### src/design/isolated_pixel_checker_core_macros.svh
// Assertion helpers used by the core design file.
`ifndef ISOLATED_PIXEL_CHECKER_CORE_MACROS_SVH
`define ISOLATED_PIXEL_CHECKER_CORE_MACROS_SVH

// Same-cycle implication, checked out of reset.
`define IPC_ASSERT_NOW(lbl, ante, cons, msg) \
    lbl: assert property (@(posedge i_clk) disable iff (!i_rst_n) (ante) |-> (cons)) \
        else $error(msg);

// Next-cycle implication, checked out of reset.
`define IPC_ASSERT_NEXT(lbl, ante, cons, msg) \
    lbl: assert property (@(posedge i_clk) disable iff (!i_rst_n) (ante) |=> (cons)) \
        else $error(msg);

`endif

### src/design/ipc_pkg.sv
package ipc_pkg;

    // Register map
    localparam logic REG_WIDTH  = 1'b0;
    localparam logic REG_HEIGHT = 1'b1;

    // Stored width of a size register
    localparam int CFG_FIELD_W = 7;

    // APB address width (two word registers)
    localparam int APB_AW = 3;
    localparam int APB_DW = 32;

    // One column entry of the previous row
    typedef struct packed {
        logic set;   // pixel was set
        logic pend;  // set pixel still lacking a neighbor
    } t_line_entry;

endpackage

### src/design/ipc_cfg.sv
module ipc_cfg import ipc_pkg::*; #(
    parameter int MAX_WIDTH  = 64,
    parameter int MAX_HEIGHT = 64,
    parameter int SZW        = 7,
    parameter int SZH        = 7
) (
    input  logic              i_clk,
    input  logic              i_rst_n,
    input  logic              psel,
    input  logic              penable,
    input  logic              pwrite,
    input  logic [APB_AW-1:0] paddr,
    input  logic [APB_DW-1:0] pwdata,
    output logic [APB_DW-1:0] prdata,
    output logic [SZW-1:0]    o_width_eff,
    output logic [SZH-1:0]    o_height_eff,
    output logic              o_restart
);

    logic [CFG_FIELD_W-1:0] r_width;
    logic [CFG_FIELD_W-1:0] r_height;
    logic                   wr_en;
    logic [SZW-1:0]         width_ext;
    logic [SZH-1:0]         height_ext;

    assign wr_en     = psel && penable && pwrite;
    assign o_restart = wr_en;

    // Register writes
    always_ff @(posedge i_clk) begin
        if (!i_rst_n) begin
            r_width  <= CFG_FIELD_W'(1);
            r_height <= CFG_FIELD_W'(1);
        end else if (wr_en) begin
            case (paddr[2])
                REG_WIDTH:  r_width  <= pwdata[CFG_FIELD_W-1:0];
                REG_HEIGHT: r_height <= pwdata[CFG_FIELD_W-1:0];
                default: ;
            endcase
        end
    end

    // Readback
    always_comb begin
        case (paddr[2])
            REG_WIDTH:  prdata = APB_DW'(r_width);
            REG_HEIGHT: prdata = APB_DW'(r_height);
            default:    prdata = '0;
        endcase
    end

    // Clamp sizes into 1..MAX
    assign width_ext  = SZW'(r_width);
    assign height_ext = SZH'(r_height);

    always_comb begin
        if (width_ext == '0) begin
            o_width_eff = SZW'(1);
        end else if (width_ext > SZW'(MAX_WIDTH)) begin
            o_width_eff = SZW'(MAX_WIDTH);
        end else begin
            o_width_eff = width_ext;
        end
        if (height_ext == '0) begin
            o_height_eff = SZH'(1);
        end else if (height_ext > SZH'(MAX_HEIGHT)) begin
            o_height_eff = SZH'(MAX_HEIGHT);
        end else begin
            o_height_eff = height_ext;
        end
    end

endmodule

### src/design/ipc_line_buf.sv
module ipc_line_buf import ipc_pkg::*; #(
    parameter int DEPTH = 64,
    parameter int AW    = 6
) (
    input  logic        i_clk,
    input  logic        i_we,
    input  logic [AW-1:0] i_waddr,
    input  t_line_entry i_wdata,
    input  logic        i_re,
    input  logic [AW-1:0] i_raddr,
    output t_line_entry o_rdata
);

    t_line_entry r_mem [DEPTH];
    t_line_entry r_q;

    // Write port
    always_ff @(posedge i_clk) begin
        if (i_we) begin
            r_mem[i_waddr] <= i_wdata;
        end
    end

    // Registered read, new data forwarded on a same-address write
    always_ff @(posedge i_clk) begin
        if (i_re) begin
            if (i_we && (i_waddr == i_raddr)) begin
                r_q <= i_wdata;
            end else begin
                r_q <= r_mem[i_raddr];
            end
        end
    end

    assign o_rdata = r_q;

endmodule

### src/design/isolated_pixel_checker_core.sv
// Channel   | Direction | Handshake                      | Payload
// ----------+-----------+--------------------------------+--------------------
// pixel in  | input     | i_in_valid / o_in_ready        | i_is_set
// verdict   | output    | o_out_valid / i_out_ready      | o_all_have_neighbor
// config    | APB       | psel & penable & pwrite        | paddr, pwdata, prdata
//
// One pixel per cycle; each pixel does one read and at most one write of the
// line buffer, the read for the next column issued at the accept edge.
// The verdict is registered and appears the cycle after the last pixel.
// Input stalls only while a verdict waits and i_out_ready is low.
// Reset is synchronous; the line buffer needs no clearing (row 0 never reads it).
`include "isolated_pixel_checker_core_macros.svh"

module isolated_pixel_checker_core import ipc_pkg::*; #(
    parameter int MAX_WIDTH  = 64,
    parameter int MAX_HEIGHT = 64
) (
    input  logic              i_clk,
    input  logic              i_rst_n,
    input  logic              psel,
    input  logic              penable,
    input  logic              pwrite,
    input  logic [APB_AW-1:0] paddr,
    input  logic [APB_DW-1:0] pwdata,
    output logic [APB_DW-1:0] prdata,
    output logic              pready,
    input  logic              i_in_valid,
    output logic              o_in_ready,
    input  logic              i_is_set,
    output logic              o_out_valid,
    input  logic              i_out_ready,
    output logic              o_all_have_neighbor
);

    localparam int COL_W = (MAX_WIDTH > 1) ? $clog2(MAX_WIDTH) : 1;
    localparam int ROW_W = (MAX_HEIGHT > 1) ? $clog2(MAX_HEIGHT) : 1;
    localparam int SZW   = ($clog2(MAX_WIDTH + 1) > CFG_FIELD_W) ?
                           $clog2(MAX_WIDTH + 1) : CFG_FIELD_W;
    localparam int SZH   = ($clog2(MAX_HEIGHT + 1) > CFG_FIELD_W) ?
                           $clog2(MAX_HEIGHT + 1) : CFG_FIELD_W;

    logic [SZW-1:0]   w_eff;
    logic [SZH-1:0]   h_eff;
    logic             restart;

    logic [COL_W-1:0] r_col, n_col;
    logic [ROW_W-1:0] r_row, n_row;
    logic             r_left_set;
    logic             r_left_pend;
    logic             r_failed, n_failed;
    logic             r_out_valid;
    logic             r_out_bit;
    t_line_entry      r_tail;

    logic             in_acc;
    logic             last_col, last_row;
    logic             row_nz, col_nz;
    t_line_entry      mem_q;
    t_line_entry      up_e;
    logic             up, up_pend, left, left_pend, pend;
    logic             fail_now;
    logic             mem_we;
    logic [COL_W-1:0] mem_waddr;
    t_line_entry      mem_wdata;

    assign pready = 1'b1;

    // Size registers
    ipc_cfg #(
        .MAX_WIDTH  (MAX_WIDTH),
        .MAX_HEIGHT (MAX_HEIGHT),
        .SZW        (SZW),
        .SZH        (SZH)
    ) u_cfg (
        .i_clk        (i_clk),
        .i_rst_n      (i_rst_n),
        .psel         (psel),
        .penable      (penable),
        .pwrite       (pwrite),
        .paddr        (paddr),
        .pwdata       (pwdata),
        .prdata       (prdata),
        .o_width_eff  (w_eff),
        .o_height_eff (h_eff),
        .o_restart    (restart)
    );

    // Previous-row buffer, all columns but the last
    ipc_line_buf #(
        .DEPTH (MAX_WIDTH),
        .AW    (COL_W)
    ) u_line (
        .i_clk   (i_clk),
        .i_we    (mem_we),
        .i_waddr (mem_waddr),
        .i_wdata (mem_wdata),
        .i_re    (in_acc),
        .i_raddr (n_col),
        .o_rdata (mem_q)
    );

    // Handshake
    assign o_in_ready          = !r_out_valid || i_out_ready;
    assign in_acc              = i_in_valid && o_in_ready;
    assign o_out_valid         = r_out_valid;
    assign o_all_have_neighbor = r_out_bit;

    // Position decode
    assign last_col = ((SZW'(r_col) + SZW'(1)) == w_eff);
    assign last_row = ((SZH'(r_row) + SZH'(1)) == h_eff);
    assign row_nz   = (r_row != '0);
    assign col_nz   = (r_col != '0);

    // Neighbor context: last column lives in the tail register
    assign up_e      = last_col ? r_tail : mem_q;
    assign up        = row_nz && up_e.set;
    assign up_pend   = row_nz && up_e.pend;
    assign left      = col_nz && r_left_set;
    assign left_pend = col_nz && r_left_pend;
    assign pend      = i_is_set && !up && !left;

    // Failure: pixel above left unsupported, left pixel unsupported in the
    // last row, or a lone pixel in the bottom-right corner
    assign fail_now = (up_pend && !i_is_set)
                   || (left_pend && !i_is_set && last_row)
                   || (pend && last_row && last_col);
    assign n_failed = r_failed || fail_now;

    // Left column's entry is final once its right neighbor is seen
    assign mem_we          = in_acc && col_nz;
    assign mem_waddr       = r_col - COL_W'(1);
    assign mem_wdata.set   = r_left_set;
    assign mem_wdata.pend  = r_left_pend && !i_is_set;

    // Next position
    always_comb begin
        if (last_col) begin
            n_col = '0;
            n_row = last_row ? '0 : r_row + ROW_W'(1);
        end else begin
            n_col = r_col + COL_W'(1);
            n_row = r_row;
        end
    end

    // Scan state
    always_ff @(posedge i_clk) begin
        if (!i_rst_n) begin
            r_col       <= '0;
            r_row       <= '0;
            r_left_set  <= 1'b0;
            r_left_pend <= 1'b0;
            r_failed    <= 1'b0;
        end else if (restart) begin
            r_col       <= '0;
            r_row       <= '0;
            r_left_set  <= 1'b0;
            r_left_pend <= 1'b0;
            r_failed    <= 1'b0;
        end else if (in_acc) begin
            r_col       <= n_col;
            r_row       <= n_row;
            r_left_set  <= i_is_set;
            r_left_pend <= pend;
            r_failed    <= (last_col && last_row) ? 1'b0 : n_failed;
        end
    end

    // Last column has no right neighbor, so its entry is final at once
    always_ff @(posedge i_clk) begin
        if (in_acc && last_col) begin
            r_tail.set  <= i_is_set;
            r_tail.pend <= pend;
        end
    end

    // Verdict register
    always_ff @(posedge i_clk) begin
        if (!i_rst_n) begin
            r_out_valid <= 1'b0;
        end else if (in_acc && last_col && last_row) begin
            r_out_valid <= 1'b1;
        end else if (i_out_ready) begin
            r_out_valid <= 1'b0;
        end
    end

    always_ff @(posedge i_clk) begin
        if (in_acc && last_col && last_row) begin
            r_out_bit <= !n_failed;
        end
    end

    // Checks
    `IPC_ASSERT_NOW(a_col_range, 1'b1, SZW'(r_col) < w_eff, "column beyond image width")
    `IPC_ASSERT_NOW(a_row_range, 1'b1, SZH'(r_row) < h_eff, "row beyond image height")
    `IPC_ASSERT_NEXT(a_verdict, in_acc && last_col && last_row, r_out_valid, "verdict missing")
    `IPC_ASSERT_NOW(a_no_wr_col0, in_acc && !col_nz, !mem_we, "line write at column zero")

endmodule

### config.mk
export PLATFORM = sky130hd
export DESIGN_NAME = isolated_pixel_checker_core
export DESIGN_NICKNAME = d
export VERILOG_FILES = /design/src/design/ipc_pkg.sv /design/src/design/ipc_cfg.sv /design/src/design/ipc_line_buf.sv /design/src/design/isolated_pixel_checker_core.sv
export VERILOG_INCLUDE_DIRS = /design/src /design/src/design
export SDC_FILE = /design/constraint.sdc
export NUM_CORES = 1
export LEC_CHECK = 0
export ABC_AREA = 1
export BUFFER_PORTS_ARGS = -buffer_cell sky130_fd_sc_hd__buf_2
export CORE_ASPECT_RATIO = 1.25
export CORE_MARGIN = 1
export CORE_UTILIZATION = 35
export DETAILED_ROUTE_END_ITERATION = 10
export PLACE_DENSITY = 0.66
export SETUP_SLACK_MARGIN = 0.1
export SLEW_MARGIN = 20
export SYNTH_ARGS = -nofsm -noshare
export SYNTH_HDL_FRONTEND = slang
export SYNTH_SLANG_ARGS = --single-unit
### constraint.sdc
create_clock -name i_clk -period 2.8 [get_ports i_clk]
set_input_delay 0.14 -clock i_clk [delete_from_list [all_inputs] [get_ports i_clk]]
set_output_delay 0.14 -clock i_clk [all_outputs]
set_load 0.01 [all_outputs]
* After elaboration in Yosys (flattened, before gate mapping)
Memory sizes are Yosys's and may differ from the RTL's. A register that Yosys moved wholly into a read port is not among the register bits. Index checks and enable logic that the tools add are counted.
Storage, ports and cells: register bits after elaboration 33, latch bits 0, bits in writable memories 128, bits in read-only memories 0, input bits 43, output and inout bits 36, logic and storage cells 73, memories kept 1
Memory list:
- u_line.r_mem | depth 64, bits a word 2, rd ports 1, clocked after Yosys merged registers in 1, write ports 1, RTL line ipc_line_buf.sv:14 | t_line_entry r_mem [DEPTH];
Cells by class: add/subtract/negate cells 5, $mul 0, divide/modulo/power cells 0, order comparisons 2, equal/unequal tests 2, shift-type cells 0, mux-type cells 13, bitwise logic cells 2, reduce and logical (&&, ||, !) cells 37
Operators by type and width (count):
- 32-bit case mux with 2 select lines | 1
- 7-bit two-way mux | 4
- 1-bit logical AND | 19
- 6-bit by 1-bit adder with 7-bit output (second input constant) | 2
- 7-bit == test | 2
- 7-bit > comparator (second input constant) | 2
- 7-bit zero test | 2
- 6-bit by 1-bit adder with 6-bit output (second input constant) | 2
- 6-bit two-way mux | 2
- 6-bit nonzero test | 2
- 2-bit AND reduction | 3
- 6-bit by 1-bit subtractor with 6-bit output (second input constant) | 1
- 1-bit zero test | 5
- 1-bit two-way mux | 5
- 1-bit logical OR | 4
- 2-bit two-way mux | 1
- 1-bit NOT | 2
- 2-bit nonzero test | 1
- 2-bit OR reduction | 1

* Longest topological paths before layout
word-level depth 14, gate-level depth with buffers 22

* Modules after synthesis
From an unflattened synthesis, not the netlist that was laid out.
Unflattened totals: cells, all modules 947, area total of the unflattened synthesis 8296.7 sq um
By module, submodules not included:
- ipc_line_buf | instances 1, cells each 537, area an instance 5734.2 sq um, seq. area each 3903.7 sq um
- isolated_pixel_checker_core | instances 1, cells each 242, area an instance 1550.2 sq um, seq. area each 410.4 sq um
- ipc_cfg | instances 1, cells each 168, area an instance 1012.2 sq um, seq. area each 280.3 sq um

* Worst setup path after synthesis
No wires, ideal clock.
path kind reg-to-reg, start point reg r_col[0], end point reg u_line.o_rdata[1] (netlist name), setup time 0.257 ns, data arrival time 2.698 ns, required time 2.543 ns, slack -0.154 ns, stages on the path, launching flop included 18, path buffers 4, path through dfxtp_1 > inv_2 > clkbuf_1 > clkbuf_1 > ha_1 > buf_2 > inv_1 > nand3_1 > nand2_1 > nor2_2 > nand3_2 > buf_6 > nand2_1 > xor2_1 > nor3_1 > nand3_2 > nand2_1 > nand2_1
On the way: longest elaborated chain between the ends 3, elaborated cells between the ends (all ways) 4, those cells by class 2 x add/sub; 1 x eq/ne; 1 x mux
RTL lines:
- start, declared | RTL line isolated_pixel_checker_core.sv:46 | logic [COL_W-1:0] r_col, n_col;
- start signal, assigned | RTL line isolated_pixel_checker_core.sv:161 | r_col <= n_col;
- 6-bit by 1-bit adder with 7-bit output | RTL line isolated_pixel_checker_core.sv:109 | assign last_col = ((SZW'(r_col) + SZW'(1)) == w_eff);
- 7-bit == test | RTL line isolated_pixel_checker_core.sv:109
- 6-bit two-way mux (*) | RTL line isolated_pixel_checker_core.sv:137 | if (last_col) begin
Mark *: on every way between the ends. The rest lies on a longest branch, timed or not. A chain may end at the register's enable or synchronous reset.

* Worst setup path in the final report
start point reg r_col[5], end point reg u_line.o_rdata[1] (netlist name)
On the way: longest elaborated chain between the ends 3, elaborated cells between the ends (all ways) 4, those cells by class 2 x add/sub; 1 x eq/ne; 1 x mux
RTL lines (RTL line):
- 6-bit by 1-bit adder with 7-bit output | isolated_pixel_checker_core.sv:109
- 7-bit == test | isolated_pixel_checker_core.sv:109
- 6-bit two-way mux (*) | isolated_pixel_checker_core.sv:137
Marked as above.

==> impl_metrics.toml <==
[grt]
grt_pass1_wl_um = 31900
grt_util_met1_pct = 20.3
grt.busiest_layer = "met2"
grt_max_degree = 40
use_met2_pct = 29.5
overflow = 0
met3_usage_pct = 2.98
grt_pass1_vias = 6206
antenna_found_initial = 0
grt_usage_pct = 17.0

[floorplan]
start_util_pct = 35.9
dieArea_um2 = 24300
die_w_um = 140
ios = 79
core-area_um2 = 23100
die_h_um = 174
num_rows = 62

[synthesis]
synthDominantCellAreaShare_pct = 48.2
synth_warnings = 0
yosysMostFrequentCell = "nand3_1"
async_flop_share_pct = 0
synth_ff_type = "edfxtp_1"
netlist_instances = 916
synthTopCellsByArea = "edfxtp_1 (48%), nand3_1 (8.8%), dfxtp_1 (7.2%)"
ys_ff_latch = 163
ys_seq_area_share_pct = 55.4
yosys-top-cells-count = "nand3_1 (146), nand2_1 (138), edfxtp_1 (133)"
synth_edf_count = 133
ys_types = 37
syn-mean-instance-area_um2 = 9.05
yosysTopAreaCell = "edfxtp_1"
netlist_area_um2 = 8290

[setup_path]
worstSetupEndpointType = "flop"
cp_top_family = "simple AND/OR/NAND/NOR gates"
path_common_cell = "nand2_1"
slowest_delay_ps = 510
required_ps = 2990
cp_slowest_cell = "dfxtp_1"
crit_chain = "nand3_1 > o21bai_1 > nand2_1 > nor2_1 > nand2_1 > nor2_2 > nand3_4 > buf_4 > nand2_4 > clkinv_1 > buf_4 > nand3_1 > nand3_2 > nand3_1 > nand2_1 > nand2_1 > nand2_1"
crit_fanout = 8
crit_arrival_ps = 2940
cp.buffers_inverters = 3
criticalPathCategory = "flop to flop"
critPathLaunchType = "flop"

[layout]
syn2layout_area_growth_pct = 19.4
seqCellArea_um2 = 4600
final_util_pct = 42.8
multi_input_area_um2 = 3180
fin_nets = 1031
drive_above_1_share_pct = 17.7
design_area_um2 = 9900
fillers = 2239
n_antenna_cell = 0

[detailed_routing]
viasPerCell = 5.11
num_vias = 6561
drtIter0Drc = 450
drt-total-wl_um = 20300
first_pass_iters = 5
antenna_left = 0
remaining_drc_errors = 0
wl_per_cell_um = 15.8

[clocking]
htreeDepth = 4
numCtsBuffers = 17
clock-sinks = 163
clkTransAtPathRegs_ps = 70
tritoncts = "done"
cts-root-buf = "clkbuf_16"
cts_max_path_buffers = 2
clock_latency_ps = 440

[timing]
whs_ps = 11.8
finalCritPeriodShare_pct = 98.3
rsz0062_at_grt = "yes"
worst_pin_slew_ps = 632
setup_violations = 0
clock_skew_ps = 7.44
fin_tns_setup_ps = 0
final_hold_viol_count = 0
fmax_mhz = 363
slew_viol_final = 0
relSlewSlack_pct = 57.8
fin_crit_ps = 2750

[min_path]
hold_path.class = "input pin to flop"

[power_and_ir_drop]
cellLeakagePower_nw = 3.95
ir_drop_uv = 455
p_per_area_nw_per_um2 = 681

[run_status]
status = "finished, final reports clean"

[placed_design]
portBuffers = 25
place_congestion = 0.880
hpwl_um = 13300
dpl_cell_area_um2 = 8870

[job]
cap_violations = 0
path summary, 6_finish.rpt:
| check | start | end | slack (ps) | cells past startpoint |
|---|---|---|---|---|
| worst max register to register | r_col[5]$_SDFFE_PP0P_ | u_line.o_rdata[1]$_DFFE_PP_ | 50 | 17 |
| worst min register to register | u_cfg.height_ext[4]$_SDFFE_PN0P_ | u_cfg.height_ext[4]$_SDFFE_PN0P_ | 500 | 2 |
| worst max-delay path | r_col[5]$_SDFFE_PP0P_ | u_line.o_rdata[1]$_DFFE_PP_ | 50 | 17 |
| worst min-delay path | pwdata[4] | u_cfg.r_width[4]$_SDFFE_PN0P_ | 10 | 3 |
registers in the layout (all words and copies together) (netlist names):
name                 flops
o_out_valid              1
r_tail                   2
r_row                    6
r_failed                 1
u_line.r_mem           128
o_all_have_neighbor      1
u_line.o_rdata           2
r_col                    6
u_cfg.height_ext         7
r_left_set               1
r_left_pend              1
u_cfg.r_width            7
tightest hold or removal path, cell delays in order:
cell	delay (ps)
buf_2	90
o21ai_0	70
a21oi_1	110
placed cells by master (no fill, tap or decap), types with 19 or more instances in the layout:
master / Yosys / final
conb_1: 2 / 26
nor2_1: 130 / 127
o21ai_0: 41 / 39
inv_1: 96 / 93
edfxtp_1: 133 / 133
buf_4: 29 / 41
buf_2: 16 / 25
dfxtp_1: 30 / 26
a21oi_1: 22 / 22
clkbuf_16: 0 / 19
nand3b_1: 37 / 37
nand3_1: 146 / 134
nand2_1: 138 / 130
area by class of cell:
type	instances	share of cell area, %
Sequential cell	163	46.5
Clock inverter	15	1.93
Tap cell	288	3.64
Clock buffer	17	4.30
Timing Repair Buffer	86	7.48
Inverter	103	4.03
Multi-Input combinational cell	612	32.1
timing repair:
item	CTS	global route
resized for setup	16	36
hold buffers	8	0
pin swaps	2	9
endpoints found under the setup margin	2	130
endpoints found under the hold margin	13	0
gates cloned	0	2
setup buffers	1	6
per-layer routing:
metal	vias up	share of wire, %
met3	48	5.7
met4	0	3.4
li1	3157	-
met5	-	0
met2	221	50
met1	3135	41
cells by family after synthesis:
logic type	synth area share, %
and+or+nand+nor	27.7
DFF	55.4
buffers and inverters	9.47
xor gates and xnor gates	1.48
AOI/OAI and AO/OA	5.14
other	0.0905
adders and majority gates	0.754
power breakdown:
group	internal (mW)	switching (mW)	total [mW]
clock	1.36	1.07	2.43
combinational	0.552	1.02	1.57
sequential	2.69	0.0489	2.74
total	4.60	2.14	6.74
per-stage QoR:
| step | cells | power, mW | setup WS, ps |
|---|---|---|---|
| after floorplan | 940 | 3.73 | 106 |
| after global placement | 1235 | 4.16 | -18.7 |
| after detailed placement | 1235 | 4.18 | -52.2 |
| after CTS | 1276 | 6.64 | 110 |
| after global routing | 1284 | 7.03 | -79.0 |
| final | 1284 | 6.74 | 47.7 |
Power figures use the tool's default switching activity.
